$ cat src/rtl/core/etf_pkg.sv
// Shared constants and types for the escape-time fractal iterator.
// Used by etf_mul64, escape_time_fractal_iterator_core, the checker and the testbench; no dependencies.
package etf_pkg;

  localparam int DATA_W          = 64;
  localparam int PROD_W          = 2 * DATA_W;
  localparam int HALF_W          = DATA_W / 2;
  localparam int ITER_W          = 16;
  localparam int PIX_W           = 8;
  localparam int VIEW_SIZE       = 256;
  localparam int HALF_VIEW_SHIFT = 7;
  localparam int FRAC_BITS_DEF   = 60;
  localparam int VAR_W           = 4;
  localparam int ZOOM_W          = 6;
  localparam int ADDR_W          = 6;
  localparam int REG_IDX_LSB     = 3;

  localparam logic [ITER_W-1:0] MAX_ITER_RST = 16'd5184;

  typedef enum logic [VAR_W-1:0] {
    VAR_MANDELBROT      = 4'd0,
    VAR_TRICORN         = 4'd1,
    VAR_ABS_BOTH        = 4'd2,
    VAR_ABS_IM          = 4'd3,
    VAR_ABS_RE_CONJ     = 4'd4,
    VAR_FOLD_RE         = 4'd5,
    VAR_FOLD_RE_CONJ    = 4'd6,
    VAR_FOLD_BOTH       = 4'd7,
    VAR_ABS_IM_FOLD_RE  = 4'd8,
    VAR_ABS_RE_FOLD_CONJ = 4'd9
  } variety_t;

  typedef enum logic [2:0] {
    REG_VARIETY   = 3'd0,
    REG_CENTER_RE = 3'd1,
    REG_CENTER_IM = 3'd2,
    REG_ZOOM      = 3'd3,
    REG_MAX_ITER  = 3'd4
  } reg_idx_t;

  typedef enum logic [3:0] {
    ST_IDLE,
    ST_SETUP,
    ST_X_GO,
    ST_X_WAIT,
    ST_FOLD,
    ST_ADJ,
    ST_SUM,
    ST_SR_GO,
    ST_SR_WAIT,
    ST_SI_GO,
    ST_SI_WAIT,
    ST_TEST,
    ST_FINISH
  } state_t;

endpackage

$ cat src/rtl/core/etf_mul64.sv
// Iterative 64x64 unsigned multiplier built on one registered 32x32 multiplier.
// Four partial products, full 128-bit result; depends on etf_pkg.
module etf_mul64
  import etf_pkg::*;
(
  input  logic              clk,
  input  logic              rst_n,
  input  logic              start,
  input  logic [DATA_W-1:0] a,
  input  logic [DATA_W-1:0] b,
  output logic              busy,
  output logic              done,
  output logic [PROD_W-1:0] prod
);

  logic [DATA_W-1:0] a_r;
  logic [DATA_W-1:0] b_r;
  logic [DATA_W-1:0] pp_r;
  logic [DATA_W-1:0] pp_nxt;
  logic [1:0]        psel_r;
  logic [PROD_W-1:0] acc_r;
  logic [PROD_W-1:0] pp_sh;
  logic [PROD_W-1:0] pp_ext;
  logic [2:0]        cnt_r;
  logic              busy_r;
  logic              done_r;
  logic [HALF_W-1:0] ah;
  logic [HALF_W-1:0] bh;

  always_comb begin
    ah     = cnt_r[1] ? a_r[DATA_W-1:HALF_W] : a_r[HALF_W-1:0];
    bh     = cnt_r[0] ? b_r[DATA_W-1:HALF_W] : b_r[HALF_W-1:0];
    pp_nxt = ah * bh;
    pp_ext = PROD_W'(pp_r);
    case (psel_r)
      2'b00:   pp_sh = pp_ext;
      2'b11:   pp_sh = pp_ext << DATA_W;
      default: pp_sh = pp_ext << HALF_W;
    endcase
  end

  always_ff @(posedge clk) begin
    if (!rst_n) begin
      busy_r <= 1'b0;
      done_r <= 1'b0;
      cnt_r  <= '0;
    end else begin
      done_r <= busy_r && (cnt_r == 3'd4);
      if (start) begin
        busy_r <= 1'b1;
        cnt_r  <= '0;
      end else if (busy_r) begin
        cnt_r <= cnt_r + 3'd1;
        if (cnt_r == 3'd4) begin
          busy_r <= 1'b0;
        end
      end
    end
  end

  always_ff @(posedge clk) begin
    if (start) begin
      a_r   <= a;
      b_r   <= b;
      acc_r <= '0;
    end else if (busy_r) begin
      if (cnt_r < 3'd4) begin
        pp_r   <= pp_nxt;
        psel_r <= cnt_r[1:0];
      end
      if (cnt_r != 3'd0) begin
        acc_r <= acc_r + pp_sh;
      end
    end
  end

  assign busy = busy_r;
  assign done = done_r;
  assign prod = acc_r;

  a_start_idle: assert property (@(posedge clk) disable iff (!rst_n)
    start |-> !busy_r)
    else $error("multiply started while busy");

  a_done_pulse: assert property (@(posedge clk) disable iff (!rst_n)
    done_r |=> !done_r)
    else $error("done held longer than one cycle");

  a_finish: assert property (@(posedge clk) disable iff (!rst_n)
    (busy_r && cnt_r == 3'd4 && !start) |=> (done_r && !busy_r))
    else $error("multiply did not finish after last partial product");

endmodule

$ cat config.mk
export PLATFORM = sky130hd
export DESIGN_NAME = etf_mul64
export DESIGN_NICKNAME = d
export VERILOG_FILES = /design/src/rtl/core/etf_pkg.sv /design/src/rtl/core/etf_mul64.sv
export SDC_FILE = /design/constraint.sdc
export NUM_CORES = 2
export LEC_CHECK = 0
export BUFFER_PORTS_ARGS = -buffer_cell sky130_fd_sc_hd__buf_4
export CAP_MARGIN = 10
export CORE_AREA = 2 2 265 529
export CTS_BUF_LIST = sky130_fd_sc_hd__clkbuf_16
export CTS_CLUSTER_DIAMETER = 200
export CTS_CLUSTER_SIZE = 25
export DETAILED_ROUTE_END_ITERATION = 12
export DIE_AREA = 0 0 267 531
export PLACE_DENSITY = 0.56
export SLEW_MARGIN = 20
export SYNTH_ARGS = -nofsm -noshare
export SYNTH_HDL_FRONTEND = slang
export SYNTH_SLANG_ARGS = --single-unit
$ cat constraint.sdc
create_clock -name clk -period 9.5 [get_ports clk]
set_clock_uncertainty 0.15 [all_clocks]
set_input_delay 0.95 -clock clk [delete_from_list [all_inputs] [get_ports clk]]
set_output_delay 0.95 -clock clk [all_outputs]
set_load 0.1 [all_outputs]
Word-level counts from Yosys, hierarchy flattened
Cells that the tools add are included.
Word-level totals
  bits in registers: 327
  input bits: 131
  output and inout port bits: 130
  logic and storage cells: 28
Operators by class
  $add $sub $neg: 2
  $mul: 1
  magnitude comparators: 1
  eq/ne operators: 2
  mux-type cells: 6
  bitwise operators: 2
  reductions and logical operators: 6
Operator list (number)
  $pmux W128 S2: 1
  $add A128 B128 Y128: 1
  $mul A32 B32 Y64: 1
  $mux W32: 2
  $add A3 B1 Y3 const B: 1
  $eq A3 B3 Y1 const B: 1
  $lt A3 B3 Y1 const B: 1
  $mux W1: 3
  $reduce_and A3 Y1: 1
  $reduce_bool A3 Y1: 1
  $eq A2 B2 Y1 const B: 1
  $logic_not A2 Y1: 1
  $not A1 Y1: 2
  $reduce_and A2 Y1: 1
  $reduce_or A2 Y1: 1
  $logic_and A1 B1 Y1: 1

Logic depth before layout (Yosys ltp)
  depth in word-level cells: 4
  mapped depth: 34
  mapped depth without buffers: 30

Worst setup path after synthesis
Ideal clock, no wire load.
  path kind: register -> register
  start: register cnt_r[0]
  end: register pp_r[56] (data pin)
  setup time: 0.264 ns
  arrival: 8.337 ns
  required time: 9.086 ns
  path slack: 0.749 ns
  stages on the path, launching flop included: 30
  path buffers: 4
  period minus slack after synthesis: 8.751 ns
  cell sequence: dfxtp_1 > clkbuf_1 > clkbuf_1 > clkbuf_1 > mux2i_1 > clkbuf_1 > nor2_1 > fa_1 > inv_1 > fa_1 > fa_1 > fa_1 > inv_1 > fa_1 > fa_1 > fa_1 > inv_1 > fa_1 > inv_1 > ha_1 > a21oi_1 > o21ai_0 > a21o_1 > a21oi_1 > o21bai_1 > a211o_1 > a221oi_2 > o41ai_2 > a221oi_1 > xnor2_1
Between the ends
  longest elaborated chain between the ends: 2
Ends and longest elaborated chain
  start: declaration: RTL line etf_mul64.sv:24  | logic [2:0] cnt_r;
  start signal: assignment: RTL line etf_mul64.sv:53  | cnt_r <= cnt_r + 3'd1;
  $mux W32: RTL line etf_mul64.sv:32  | bh = cnt_r[0] ? b_r[DATA_W-1:HALF_W] : b_r[HALF_W-1:0];
  $mul A32 B32 Y64: RTL line etf_mul64.sv:33  | pp_nxt = ah * bh;
  named net pp_nxt[56]: RTL line etf_mul64.sv:19  | logic [DATA_W-1:0] pp_nxt;
  end signal: assignment: RTL line etf_mul64.sv:68  | pp_r <= pp_nxt;
  end: declaration: RTL line etf_mul64.sv:18  | logic [DATA_W-1:0] pp_r;
The timed path passes the listed nets, and every way through them passes these cells.
A chain may end at the register's enable or synchronous reset.

Worst setup path after layout
  start: register cnt_r[1]
  end: register pp_r[61] (data pin)
Between the ends
  longest elaborated chain between the ends: 2
Ends and longest elaborated chain
  $mux W32: RTL line etf_mul64.sv:31  | ah = cnt_r[1] ? a_r[DATA_W-1:HALF_W] : a_r[HALF_W-1:0];
  $mul A32 B32 Y64: RTL line etf_mul64.sv:33
  named net pp_nxt[61]: RTL line etf_mul64.sv:19
The timed path passes the listed nets, and every way through them passes these cells.

==> flow_summary_export.csv <==
group,metric,value,unit
run_status,status,"finished clean",
floorplan,die_y,531,um
drt,drc,0,
synthesis,synthCells,6124,
drt,postRouteAntennaNets,0,
global_routing,grt_start_max_net_pins,78,
placement,numPortBuffers,260,
setup_path,worstSetupPathType,"reg -> reg",
cts,cts_tree,"done",
cells_and_area,drive_above_1_share,0.09829,
floorplan,die_width,267,um
global_routing,overflow,0,
synthesis,ys.warnings.count,0,
synthesis,synth_edf_count,194,
cts,cts_resized,0,
placement,dp_hpwl,197400,um
global_routing,grt_pass1_vias,49610,
run,drv.max_cap_violation_count,0,
timing,tns,0,ns
synthesis,syn_nets,7546,
cts,cts_buffer_depth,3,
synthesis,yosysTopAreaCell,"fa_1",
cts,cts_hold_buffers,0,
cells_and_area,fin_nets,7710,
cts,cts_sinks,327,
cts,htreeDepth,1,
worst_hold_path,hold_path_class,"in -> reg",
cts,cts-root-buf,"clkbuf_16",
synthesis,avgSynthCellArea,8.714,um2
synthesis,yosys.area.top_type_share,0.3365,
synthesis,yosysMostFrequentCell,"inv_1",
synthesis,syn_area,0.05336,mm2
synthesis,synth_common_cells,"inv_1 (944), fa_1 (897), nand2_1 (885)",
cells_and_area,nFillCells,13810,
timing,min_period_over_period,0.9495,
setup_path,startpoint_type,"flip-flop",
global_routing,gr-usage-all-layers,0.3425,
synthesis,synth.distinct_cells,96,
synthesis,ys_seq_area_frac,0.1591,
timing,setup_viol_count_final,0,
cts,numCtsBuffers,17,
cts,insertion_delay,0.65,ns
drt,vias,45820,
synthesis,synthTopCellsByArea,"fa_1 (34%), edfxtp_1 (11%), ha_1 (9.2%)",
synthesis,ys_ff_latch,327,
timing,slew_viol_final,0,
drt,viasPerCell,5.618,
global_routing,grt_pass1_wl,342000,um
setup_path,cp.required,9.73,ns
floorplan,ios,261,
timing,hold_viol_final,0,
cells_and_area,synthToLayoutAreaGrowth,10.35,%
synthesis,ys_async_sr_fraction,0,
drt,first_iter_violations,3396,
setup_path,endpoint_kind,"flip-flop",
drt,routed_wirelength,241900,um
timing,maxSlewHeadroom,0.2486,
floorplan,num_rows,193,
setup_path,cp.arrival,9.25,ns
cts,path_clk_slew,0.13,ns
drt,avgRoutedWirePerCell,29.65,um
floorplan,start_util,0.3870,
timing,min_period,9.020,ns
synthesis,synth_flop_cell,"edfxtp_1",
drt,drtPass1Iterations,7,
timing,rsz0062_at_grt,"false",
global_routing,antenna_found_initial,10,
timing,fmax,0.1109,GHz
floorplan,die_area,0.1418,mm2
timing,tightest_slew,1.110,ns
setup_path,crit_fanout,26,
floorplan,core_area,0.1379,mm2
placement,gp_congestion,1.035,
cts,post_cts_buffers,0,
-- cell usage in the layout, fill, tap and decap left out, types with 15 or more instances in the layout --
master and n:
ha_1 393, mux2_2 50, o31ai_1 17, inv_1 954
mux2i_1 15, buf_12 21, o21ai_0 226, a21oi_1 350
and2_1 74, a22o_1 34, xnor2_1 123, nand4_1 72
a31oi_1 29, nor2_1 757, xor2_1 54, o21a_1 17
mux2i_2 52, dfxtp_1 131, nand2_1 885, edfxtp_1 194
nand3_1 45, nor2b_1 18, o21bai_1 54, and3_1 25
fa_1 897, clkbuf_16 17, nor3_1 36, a21o_1 103
buf_4 426
-- cells by family (layout without fill, tap and decap cells) --
| group | after synthesis | in the layout | synth area share |
|---|---|---|---|
| AOI/OAI and AO/OA | 963 | 963 | 0.1130 |
| adders and majority gates | 1291 | 1291 | 0.4289 |
| DFF | 327 | 327 | 0.1591 |
| other | 0 | 7 | 0 |
| buffers and inverters | 1248 | 1422 | 0.08839 |
| muxes | 131 | 131 | 0.02607 |
| and+or+nand+nor | 1987 | 1987 | 0.1555 |
| xor gates and xnor gates | 177 | 177 | 0.02905 |
-- registers in the layout (all words and copies together), names as in the netlist --
| register | cells |
|---|---|
| b_r | 64 |
| a_r | 64 |
| psel_r | 2 |
| done | 1 |
| pp_r | 64 |
| busy | 1 |
| prod | 128 |
| cnt_r | 3 |
-- layer usage --
layer / global-route usage / up-vias / part of all wire
met5: 0 / - / 0.00020
met4: 0.3429 / 8 / 0.13
met3: 0.05337 / 925 / 0.054
met2: 0.6220 / 2052 / 0.51
met1: 0.3182 / 22980 / 0.31
li1: - / 19860 / -
-- critical path, cell delays in order, from the launching register on --
cell      delay (ns)
dfxtp_4         0.40
buf_12          0.22
mux2i_2         0.90
nor2_1          0.17
fa_1            0.56
fa_1            0.56
inv_1           0.16
fa_1            0.55
fa_1            0.52
inv_1           0.06
fa_1            0.55
fa_1            0.43
fa_1            0.53
inv_1           0.07
fa_1            0.48
inv_1           0.05
ha_1            0.31
a21o_1          0.19
a21o_1          0.17
a21oi_1         0.20
o311a_1         0.23
o21a_1          0.15
o211ai_1        0.11
a21oi_1         0.29
o21ai_0         0.12
buf_4           0.16
a311oi_1        0.32
xnor2_1         0.10
-- area by class of cell --
class                           instances  area, um2  area share
Clock inverter                         12      63.81    0.001084
Sequential cell                       327       8496      0.1443
Inverter                              945       3547     0.06023
Timing Repair Buffer                  448       3632     0.06168
Tap cell                             1852       2317     0.03935
Antenna cell                            7      17.52   0.0002974
Clock buffer                           17      425.4    0.007224
Multi-Input combinational cell       4549      40390      0.6859
-- path summary, 6_finish.rpt --
| kind | startpoint | end | slack [ns] | cells after the start |
|---|---|---|---|---|
| min reg2reg | prod[102] | prod[102] | 0.33 | 2 |
| min | a[5] | a_r[5] | 0.32 | 1 |
| max | cnt_r[1] | pp_r[61] | 0.48 | 27 |
| max reg2reg | cnt_r[1] | pp_r[61] | 0.48 | 27 |
-- stage by stage --
stage            util  hold WS (ns)  instance area [um2]  cells  setup WS, ns
2_1_floorplan       -        0.2823                53360   6124        0.7491
3_5_place_dp   0.4234        0.3230                58380   8121        0.5945
5_1_grt        0.4270        0.3185                58880   8154        0.1882
6_report       0.4271        0.3204                58890   8157        0.4797
4_1_cts        0.4270        0.2932                58870   8150        0.5669
3_3_place_gp   0.4234        0.3153                58380   8121        0.6050
Power is left out: the tool's default activity adds up to more than one toggle a clock period on the data nets, which glitch-free logic cannot reach.
